[src/alt_pkg.sv]
package alt_pkg;

   typedef enum logic [1:0] {
      MODE_INSERT,
      MODE_READ,
      MODE_REMOVE,
      MODE_SEARCH
   } mode_type;

   typedef enum logic [2:0] {
      ST_OK,
      ST_FULL,
      ST_DUP,
      ST_BADPOS,
      ST_MISSING
   } status_type;

   typedef enum logic [2:0] {
      S_IDLE,
      S_DECIDE,
      S_SCAN,
      S_SHIFT,
      S_WAIT,
      S_DONE
   } state_type;

   typedef struct packed {
      mode_type           mode;
      logic signed [31:0] value;
      logic [3:0]         position;
   } req_type;

   typedef struct packed {
      status_type         status;
      logic signed [31:0] read_value;
      logic [3:0]         found_position;
      logic [4:0]         count;
   } rsp_type;

   typedef struct packed {
      logic       load;
      logic       issue;
      logic       append;
      logic       shift;
      logic       dec;
      logic       fin;
      status_type code;
   } dp_cmd_type;

   typedef struct packed {
      mode_type mode;
      logic     full;
      logic     bad_pos;
      logic     issue_ok;
      logic     rd_vld;
      logic     hit;
      logic     rd_last;
      logic     out_free;
   } dp_sts_type;

endpackage

[src/alt_ctrl.sv]
module alt_ctrl (
   input  logic                clock,
   input  logic                reset,
   input  logic                req_valid,
   output logic                req_stall,
   input  alt_pkg::dp_sts_type sts,
   output alt_pkg::dp_cmd_type cmd
);
   import alt_pkg::*;

   state_type  state_ff, state_in;
   status_type code_ff, code_in;

   always_ff @(posedge clock) begin
      if (reset) begin
         state_ff <= S_IDLE;
         code_ff  <= ST_OK;
      end else begin
         state_ff <= state_in;
         code_ff  <= code_in;
      end
   end

   always_comb begin
      state_in  = state_ff;
      code_in   = code_ff;
      cmd       = '0;
      cmd.code  = code_ff;
      req_stall = (state_ff != S_IDLE);
      case (state_ff)
         S_IDLE: begin
            if (req_valid) begin
               cmd.load = 1'b1;
               state_in = S_DECIDE;
            end
         end
         S_DECIDE: begin
            case (sts.mode)
               MODE_INSERT: begin
                  if (sts.full) begin
                     code_in  = ST_FULL;
                     state_in = S_DONE;
                  end else if (!sts.issue_ok) begin
                     cmd.append = 1'b1;
                     code_in    = ST_OK;
                     state_in   = S_DONE;
                  end else begin
                     cmd.issue = 1'b1;
                     state_in  = S_SCAN;
                  end
               end
               MODE_SEARCH: begin
                  if (!sts.issue_ok) begin
                     code_in  = ST_MISSING;
                     state_in = S_DONE;
                  end else begin
                     cmd.issue = 1'b1;
                     state_in  = S_SCAN;
                  end
               end
               MODE_READ: begin
                  if (sts.bad_pos) begin
                     code_in  = ST_BADPOS;
                     state_in = S_DONE;
                  end else begin
                     cmd.issue = 1'b1;
                     state_in  = S_WAIT;
                  end
               end
               MODE_REMOVE: begin
                  if (sts.bad_pos) begin
                     code_in  = ST_BADPOS;
                     state_in = S_DONE;
                  end else if (!sts.issue_ok) begin
                     cmd.dec  = 1'b1;
                     code_in  = ST_OK;
                     state_in = S_DONE;
                  end else begin
                     cmd.issue = 1'b1;
                     state_in  = S_SHIFT;
                  end
               end
               default: state_in = S_IDLE;
            endcase
         end
         S_SCAN: begin
            if (sts.hit) begin
               code_in  = (sts.mode == MODE_INSERT) ? ST_DUP : ST_OK;
               state_in = S_DONE;
            end else if (sts.rd_last) begin
               if (sts.mode == MODE_INSERT) begin
                  cmd.append = 1'b1;
                  code_in    = ST_OK;
               end else begin
                  code_in = ST_MISSING;
               end
               state_in = S_DONE;
            end else if (sts.issue_ok) begin
               cmd.issue = 1'b1;
            end
         end
         S_SHIFT: begin
            cmd.shift = sts.rd_vld;
            if (sts.rd_last) begin
               cmd.dec  = 1'b1;
               code_in  = ST_OK;
               state_in = S_DONE;
            end else if (sts.issue_ok) begin
               cmd.issue = 1'b1;
            end
         end
         S_WAIT: begin
            code_in  = ST_OK;
            state_in = S_DONE;
         end
         S_DONE: begin
            if (sts.out_free) begin
               cmd.fin  = 1'b1;
               state_in = S_IDLE;
            end
         end
         default: state_in = S_IDLE;
      endcase
   end

endmodule

[src/alt_dpath.sv]
module alt_dpath #(
   parameter int CAPACITY   = 16,
   parameter int DATA_WIDTH = 32
) (
   input  logic                clock,
   input  logic                reset,
   input  alt_pkg::req_type    req_data,
   output alt_pkg::rsp_type    rsp_data,
   output logic                rsp_valid,
   input  logic                rsp_stall,
   input  alt_pkg::dp_cmd_type cmd,
   output alt_pkg::dp_sts_type sts
);
   import alt_pkg::*;

   localparam int AW = (CAPACITY > 1) ? $clog2(CAPACITY) : 1;
   localparam int CW = $clog2(CAPACITY + 1);
   localparam int XW = (CW > 4) ? CW : 4;

   logic [DATA_WIDTH-1:0] mem [CAPACITY];

   mode_type              mode_ff;
   logic [DATA_WIDTH-1:0] value_ff;
   logic [3:0]            pos_ff;
   logic [CW-1:0]         count_ff, count_in;
   logic [CW-1:0]         idx_ff, idx_in;
   logic [DATA_WIDTH-1:0] rdata_ff;
   logic [CW-1:0]         rd_idx_ff;
   logic                  rd_vld_ff;
   rsp_type               rsp_ff, rsp_in;
   logic                  rsp_valid_ff, rsp_valid_in;
   logic [CW-1:0]         shift_addr;

   assign shift_addr = rd_idx_ff - CW'(1);

   always_ff @(posedge clock) begin
      if (cmd.load) begin
         mode_ff  <= req_data.mode;
         value_ff <= DATA_WIDTH'(req_data.value);
         pos_ff   <= req_data.position;
      end
      if (cmd.issue) begin
         rdata_ff  <= mem[idx_ff[AW-1:0]];
         rd_idx_ff <= idx_ff;
      end
      if (cmd.append) begin
         mem[count_ff[AW-1:0]] <= value_ff;
      end else if (cmd.shift) begin
         mem[shift_addr[AW-1:0]] <= rdata_ff;
      end
      idx_ff <= idx_in;
      rsp_ff <= rsp_in;
   end

   always_ff @(posedge clock) begin
      if (reset) begin
         count_ff     <= '0;
         rd_vld_ff    <= 1'b0;
         rsp_valid_ff <= 1'b0;
      end else begin
         count_ff     <= count_in;
         rd_vld_ff    <= cmd.issue;
         rsp_valid_ff <= rsp_valid_in;
      end
   end

   always_comb begin
      idx_in = idx_ff;
      if (cmd.load) begin
         case (req_data.mode)
            MODE_READ:   idx_in = CW'(req_data.position);
            MODE_REMOVE: idx_in = CW'(req_data.position) + CW'(1);
            default:     idx_in = '0;
         endcase
      end else if (cmd.issue) begin
         idx_in = idx_ff + CW'(1);
      end
   end

   always_comb begin
      count_in = count_ff;
      if (cmd.append) begin
         count_in = count_ff + CW'(1);
      end else if (cmd.dec) begin
         count_in = count_ff - CW'(1);
      end
   end

   always_comb begin
      rsp_in       = rsp_ff;
      rsp_valid_in = rsp_valid_ff && rsp_stall;
      if (cmd.fin) begin
         rsp_valid_in          = 1'b1;
         rsp_in.status         = cmd.code;
         rsp_in.count          = 5'(count_ff);
         rsp_in.read_value     = '0;
         rsp_in.found_position = '0;
         if (cmd.code == ST_OK && mode_ff == MODE_READ) begin
            rsp_in.read_value = 32'(rdata_ff);
         end
         if (cmd.code == ST_OK && mode_ff == MODE_SEARCH) begin
            rsp_in.found_position = 4'(rd_idx_ff);
         end
      end
   end

   always_comb begin
      sts.mode     = mode_ff;
      sts.full     = (count_ff == CW'(CAPACITY));
      sts.bad_pos  = (XW'(pos_ff) >= XW'(count_ff));
      sts.issue_ok = (idx_ff < count_ff);
      sts.rd_vld   = rd_vld_ff;
      sts.hit      = rd_vld_ff && (rdata_ff == value_ff);
      sts.rd_last  = rd_vld_ff && (rd_idx_ff == (count_ff - CW'(1)));
      sts.out_free = !rsp_valid_ff || !rsp_stall;
   end

   assign rsp_data  = rsp_ff;
   assign rsp_valid = rsp_valid_ff;

`ifndef SYNTHESIS
   a_count_bound: assert property (@(posedge clock) disable iff (reset)
      count_ff <= CW'(CAPACITY))
      else $error("entry count above capacity");

   a_append_room: assert property (@(posedge clock) disable iff (reset)
      cmd.append |-> (count_ff < CW'(CAPACITY)))
      else $error("append into full list");

   a_one_write: assert property (@(posedge clock) disable iff (reset)
      !(cmd.append && cmd.shift))
      else $error("append and shift collide");

   a_fin_free: assert property (@(posedge clock) disable iff (reset)
      cmd.fin |-> sts.out_free)
      else $error("result overwrites pending item");

   a_dec_nonempty: assert property (@(posedge clock) disable iff (reset)
      cmd.dec |-> (count_ff != '0))
      else $error("remove from empty list");
`endif

endmodule

[src/array_list_table.sv]
// channel  ports                          payload
// req      req_valid, req_stall, req_data   mode, value, position
// rsp      rsp_valid, rsp_stall, rsp_data   status, read_value, found_position, count
//
// One item at a time; the entry memory has one read port, walked one entry per cycle.
// From acceptance to result, a read fetches the entry at position, insert and search walk
// from entry 0 to a match or the last entry, and remove shifts the entries above position down,
// plus any wait on a stalled result; the next item can be taken in the cycle the result is presented.
// Synchronous active-high reset clears the count and handshake state; entries are not cleared.
// A stalled result holds in the output register while the next item is accepted.
module array_list_table #(
   parameter int CAPACITY   = 16,
   parameter int DATA_WIDTH = 32
) (
   input  logic             clock,
   input  logic             reset,
   input  logic             req_valid,
   output logic             req_stall,
   input  alt_pkg::req_type req_data,
   output logic             rsp_valid,
   input  logic             rsp_stall,
   output alt_pkg::rsp_type rsp_data
);
   import alt_pkg::*;

   dp_cmd_type cmd;
   dp_sts_type sts;

   alt_ctrl u_ctrl (
      .clock     (clock),
      .reset     (reset),
      .req_valid (req_valid),
      .req_stall (req_stall),
      .sts       (sts),
      .cmd       (cmd)
   );

   alt_dpath #(
      .CAPACITY   (CAPACITY),
      .DATA_WIDTH (DATA_WIDTH)
   ) u_dpath (
      .clock     (clock),
      .reset     (reset),
      .req_data  (req_data),
      .rsp_data  (rsp_data),
      .rsp_valid (rsp_valid),
      .rsp_stall (rsp_stall),
      .cmd       (cmd),
      .sts       (sts)
   );

endmodule
[config.mk]
export PLATFORM = sky130hd
export DESIGN_NAME = array_list_table
export DESIGN_NICKNAME = d
export VERILOG_FILES = /design/src/alt_pkg.sv /design/src/alt_ctrl.sv /design/src/alt_dpath.sv /design/src/array_list_table.sv
export SDC_FILE = /design/constraint.sdc
export NUM_CORES = 1
export LEC_CHECK = 0
export ABC_AREA = 1
export BUFFER_PORTS_ARGS = -buffer_cell sky130_fd_sc_hd__buf_2
export CAP_MARGIN = 20
export CORE_ASPECT_RATIO = 1.75
export CORE_MARGIN = 1
export CORE_UTILIZATION = 60
export DETAILED_ROUTE_END_ITERATION = 12
export GPL_TIMING_DRIVEN = 0
export PLACE_DENSITY = 0.77
export SYNTH_ARGS = -nofsm -noshare
export SYNTH_HDL_FRONTEND = slang
export SYNTH_SLANG_ARGS = --single-unit
[constraint.sdc]
create_clock -name clock -period 4.39 [get_ports clock]
set_input_delay 0.439 -clock clock [delete_from_list [all_inputs] [get_ports clock]]
set_output_delay 0.439 -clock clock [all_outputs]
set_load 0.02 [all_outputs]
==> results.yml <==
global_routing:
  grt_max_degree: 42
  antenna_found_initial: 1
  grt_pass1_wl_mm: 116
  grt_util_all_layers: 0.359
  grt_overflow_total: 0
  grt_pass1_vias: 19000
routing:
  wl_per_cell_um: 27.3
  drc: 0
  post_drt_via_cell_ratio: 6.50
  wl_met3_mm: 7.89
  via_count: 19100
  routed_wl_mm: 80.1
  drt-pass1-iter-count: 6
  met2_length_mm: 40.1
  drt-initial-drc-count: 3008
  wl_met1_mm: 25.0
  top_layer: "met5"
  detail-route-antenna-nets: 0
placed_design:
  port_buffers: 86
  place_area_sq_um: 28100
  dpl.cell_count: 2839
  dp_hpwl_mm: 54.0
  gp_congestion: 0.987
sta:
  whs_ps: 20.0
  period_share: 0.877
  drv_slew: 0
  worstMarginPinSlew_ps: 1070
  fmax_ghz: 0.260
  fin_worst_skew_ps: 16.7
  min_period_ps: 3850
  finalHoldViolCount: 0
  setup_viol: 0
  rsz0062_at_grt: "no"
  relSlewSlack: 0.284
  tns_ps: 0
clock_network:
  clk_latency_ps: 600
  cts_tree: "done"
  cts_buffer_depth: 3
  clock_sinks: 649
  cts_root_buffer: "clkbuf_16"
  cts_buffers: 53
  post-cts-setup-buffer-count: 0
  cts_resized: 0
  cts_max_level: 2
  cts_hold_buffers: 0
  worst_setup_hold_path_clk_slew_ps: 70
critical_path:
  critPathArrivalTime_ps: 4150
  cp.required_ps: 4690
  crit_chain: "buf_2 -> o21ai_1 -> nand3_1 -> nand4_1 -> nand3_4 -> nand3_1 -> nor3_4 -> buf_8"
  critPathSlowestCell: "nor3_4"
  crit_top_cell: "nand3_1"
  cp-start-kind: "flop"
  setup.worst_path.end_class: "flop"
  worstSetupPathType: "reg -> reg"
  slowest_delay_ps: 760
  path_max_fanout: 12
yosys:
  synth_edf_count: 636
  syn_avg_cell_area_sq_um: 12.4
  synth-main-ff-cell: "edfxtp_1"
  synth.cell_area_sq_um: 26600
  yosysSeqAreaShare: 0.728
  ys_ff_latch: 649
  syn_nets: 2211
  yosys_warnings: 0
  synthCells: 2153
  synth_top_area_cell: "edfxtp_1"
  yosysUniqueCellTypes: 40
  synthArstFlopShare: 0
  ys_top_cells_by_area: "edfxtp_1, o21ai_0, nor2_1, nand2_1, nand3_1"
  synth.top_cell.area_share: 0.718
layout:
  final_cell_mix: "edfxtp_1, nor2_1, o21ai_0"
  postLayoutCellArea_sq_um: 29800
  layout_commonest_cell: "edfxtp_1"
  final_core_util: 0.684
  fin_cells: 2938
  drive_gt1_frac: 0.111
  syn2layout_area_growth_pct: 12.2
  final_nets: 2386
  filler_cell_count: 2945
floorplanning:
  start_util: 0.610
  die_h_um: 281
  design.core.area_sq_um: 43600
  io_pins: 88
  dieArea_sq_um: 45200
  num_rows: 101
  die_w_um: 161
job:
  max_cap_viol_count: 0
worst_hold_path:
  hold_class: "in -> reg"
pwr:
  ir_drop_uv: 495
  p_per_area_nw_per_um2: 669
  leakagePower_nw: 10.3
status:
  status: "completed"
## report_power, final
group	total, W	switching, W	internal (W)
clock network	0.00474	0.00216	0.00258
logic	0.00719	0.00541	0.00178
registers	0.00803	0.000322	0.00771
## flip-flops by register name, summed over array words and instances (netlist names)
signal	flops
u_dpath.mem	512
u_dpath.rsp_data	44
u_dpath.rdata_ff	32
u_dpath.value_ff	32
u_dpath.count_ff	5
u_dpath.idx_ff	5
u_dpath.rd_idx_ff	5
u_dpath.pos_ff	4
u_ctrl.code_ff	3
u_ctrl.state_ff	3
u_dpath.mode_ff	2
u_dpath.rd_vld_ff	1
u_dpath.rsp_valid	1
## kinds of logic (layout without fill, tap and decap cells)
group,Yosys count,in the layout,synth area share
simple gates,758,758,0.120
compound gates,466,466,0.102
flops,649,649,0.728
buf+inv,240,457,0.0350
other cells,0,2,0
xor+xnor,24,24,0.00790
fa+ha+maj,16,16,0.00753
## final cells by class
class	instances	area [sq um]	share of cell area
Clock inverter	33	302	0.0101
Buffer	113	454	0.0152
Tap cell	566	708	0.0237
Sequential cell	649	19400	0.649
Timing Repair Buffer	120	773	0.0259
Antenna cell	2	5.00	0.000168
Clock buffer	64	1410	0.0472
Multi-Input combinational cell	1264	6350	0.213
Inverter	127	477	0.0160
## through the flow
| stage | worst slack (ps) | power, W |
|---|---|---|
| global placement | -1010 | 0.0146 |
| detailed placement | 719 | 0.0149 |
| CTS | 714 | 0.0196 |
| finish | 539 | 0.0200 |
| global route | 419 | 0.0205 |
| floorplan | 766 | 0.0120 |
## worst paths after layout
kind	depth (start not counted)	start	endpoint	slack, ps
setup reg to reg	8	u_dpath.idx_ff[0]	u_dpath.mem[1][8]	540
setup / recovery	8	u_dpath.idx_ff[0]	u_dpath.mem[1][8]	540
hold / removal	1	req_data[9]	u_dpath.value_ff[5]	20
hold reg to reg	0	u_dpath.count_ff[4]	u_dpath.rsp_data[4]	550
## routing by layer
metal,vias up,track usage
met5,-,0
met4,2,0.287
met3,341,0.0625
met2,1479,0.617
met1,9143,0.388
li1,8125,-
## worst max-delay path: cells and delay by family (launching register included)
kind / cells / cell delay (ps)
compound gates: 1 / 100
buf+inv: 2 / 780
simple gates: 5 / 1870
flops: 1 / 750
## synthesized netlist by cell type, types with 3 or more instances
| master | n |
|---|---|
| a21oi_1 | 12 |
| and2_1 | 7 |
| buf_1 | 10 |
| buf_2 | 6 |
| buf_6 | 3 |
| clkbuf_1 | 94 |
| dfxtp_1 | 13 |
| edfxtp_1 | 636 |
| ha_1 | 16 |
| inv_1 | 118 |
| inv_2 | 9 |
| nand2_1 | 247 |
| nand2_2 | 4 |
| nand3_1 | 100 |
| nand3_2 | 3 |
| nand3_4 | 3 |
| nand4_1 | 20 |
| nor2_1 | 352 |
| nor2_2 | 5 |
| nor2_4 | 4 |
| nor3_1 | 5 |
| nor3_2 | 3 |
| o211ai_1 | 13 |
| o21ai_0 | 299 |
| o21ai_2 | 3 |
| o221ai_1 | 52 |
| o22ai_1 | 77 |
| xnor2_1 | 19 |
| xor2_1 | 5 |
Power figures use the tool's default switching activity.
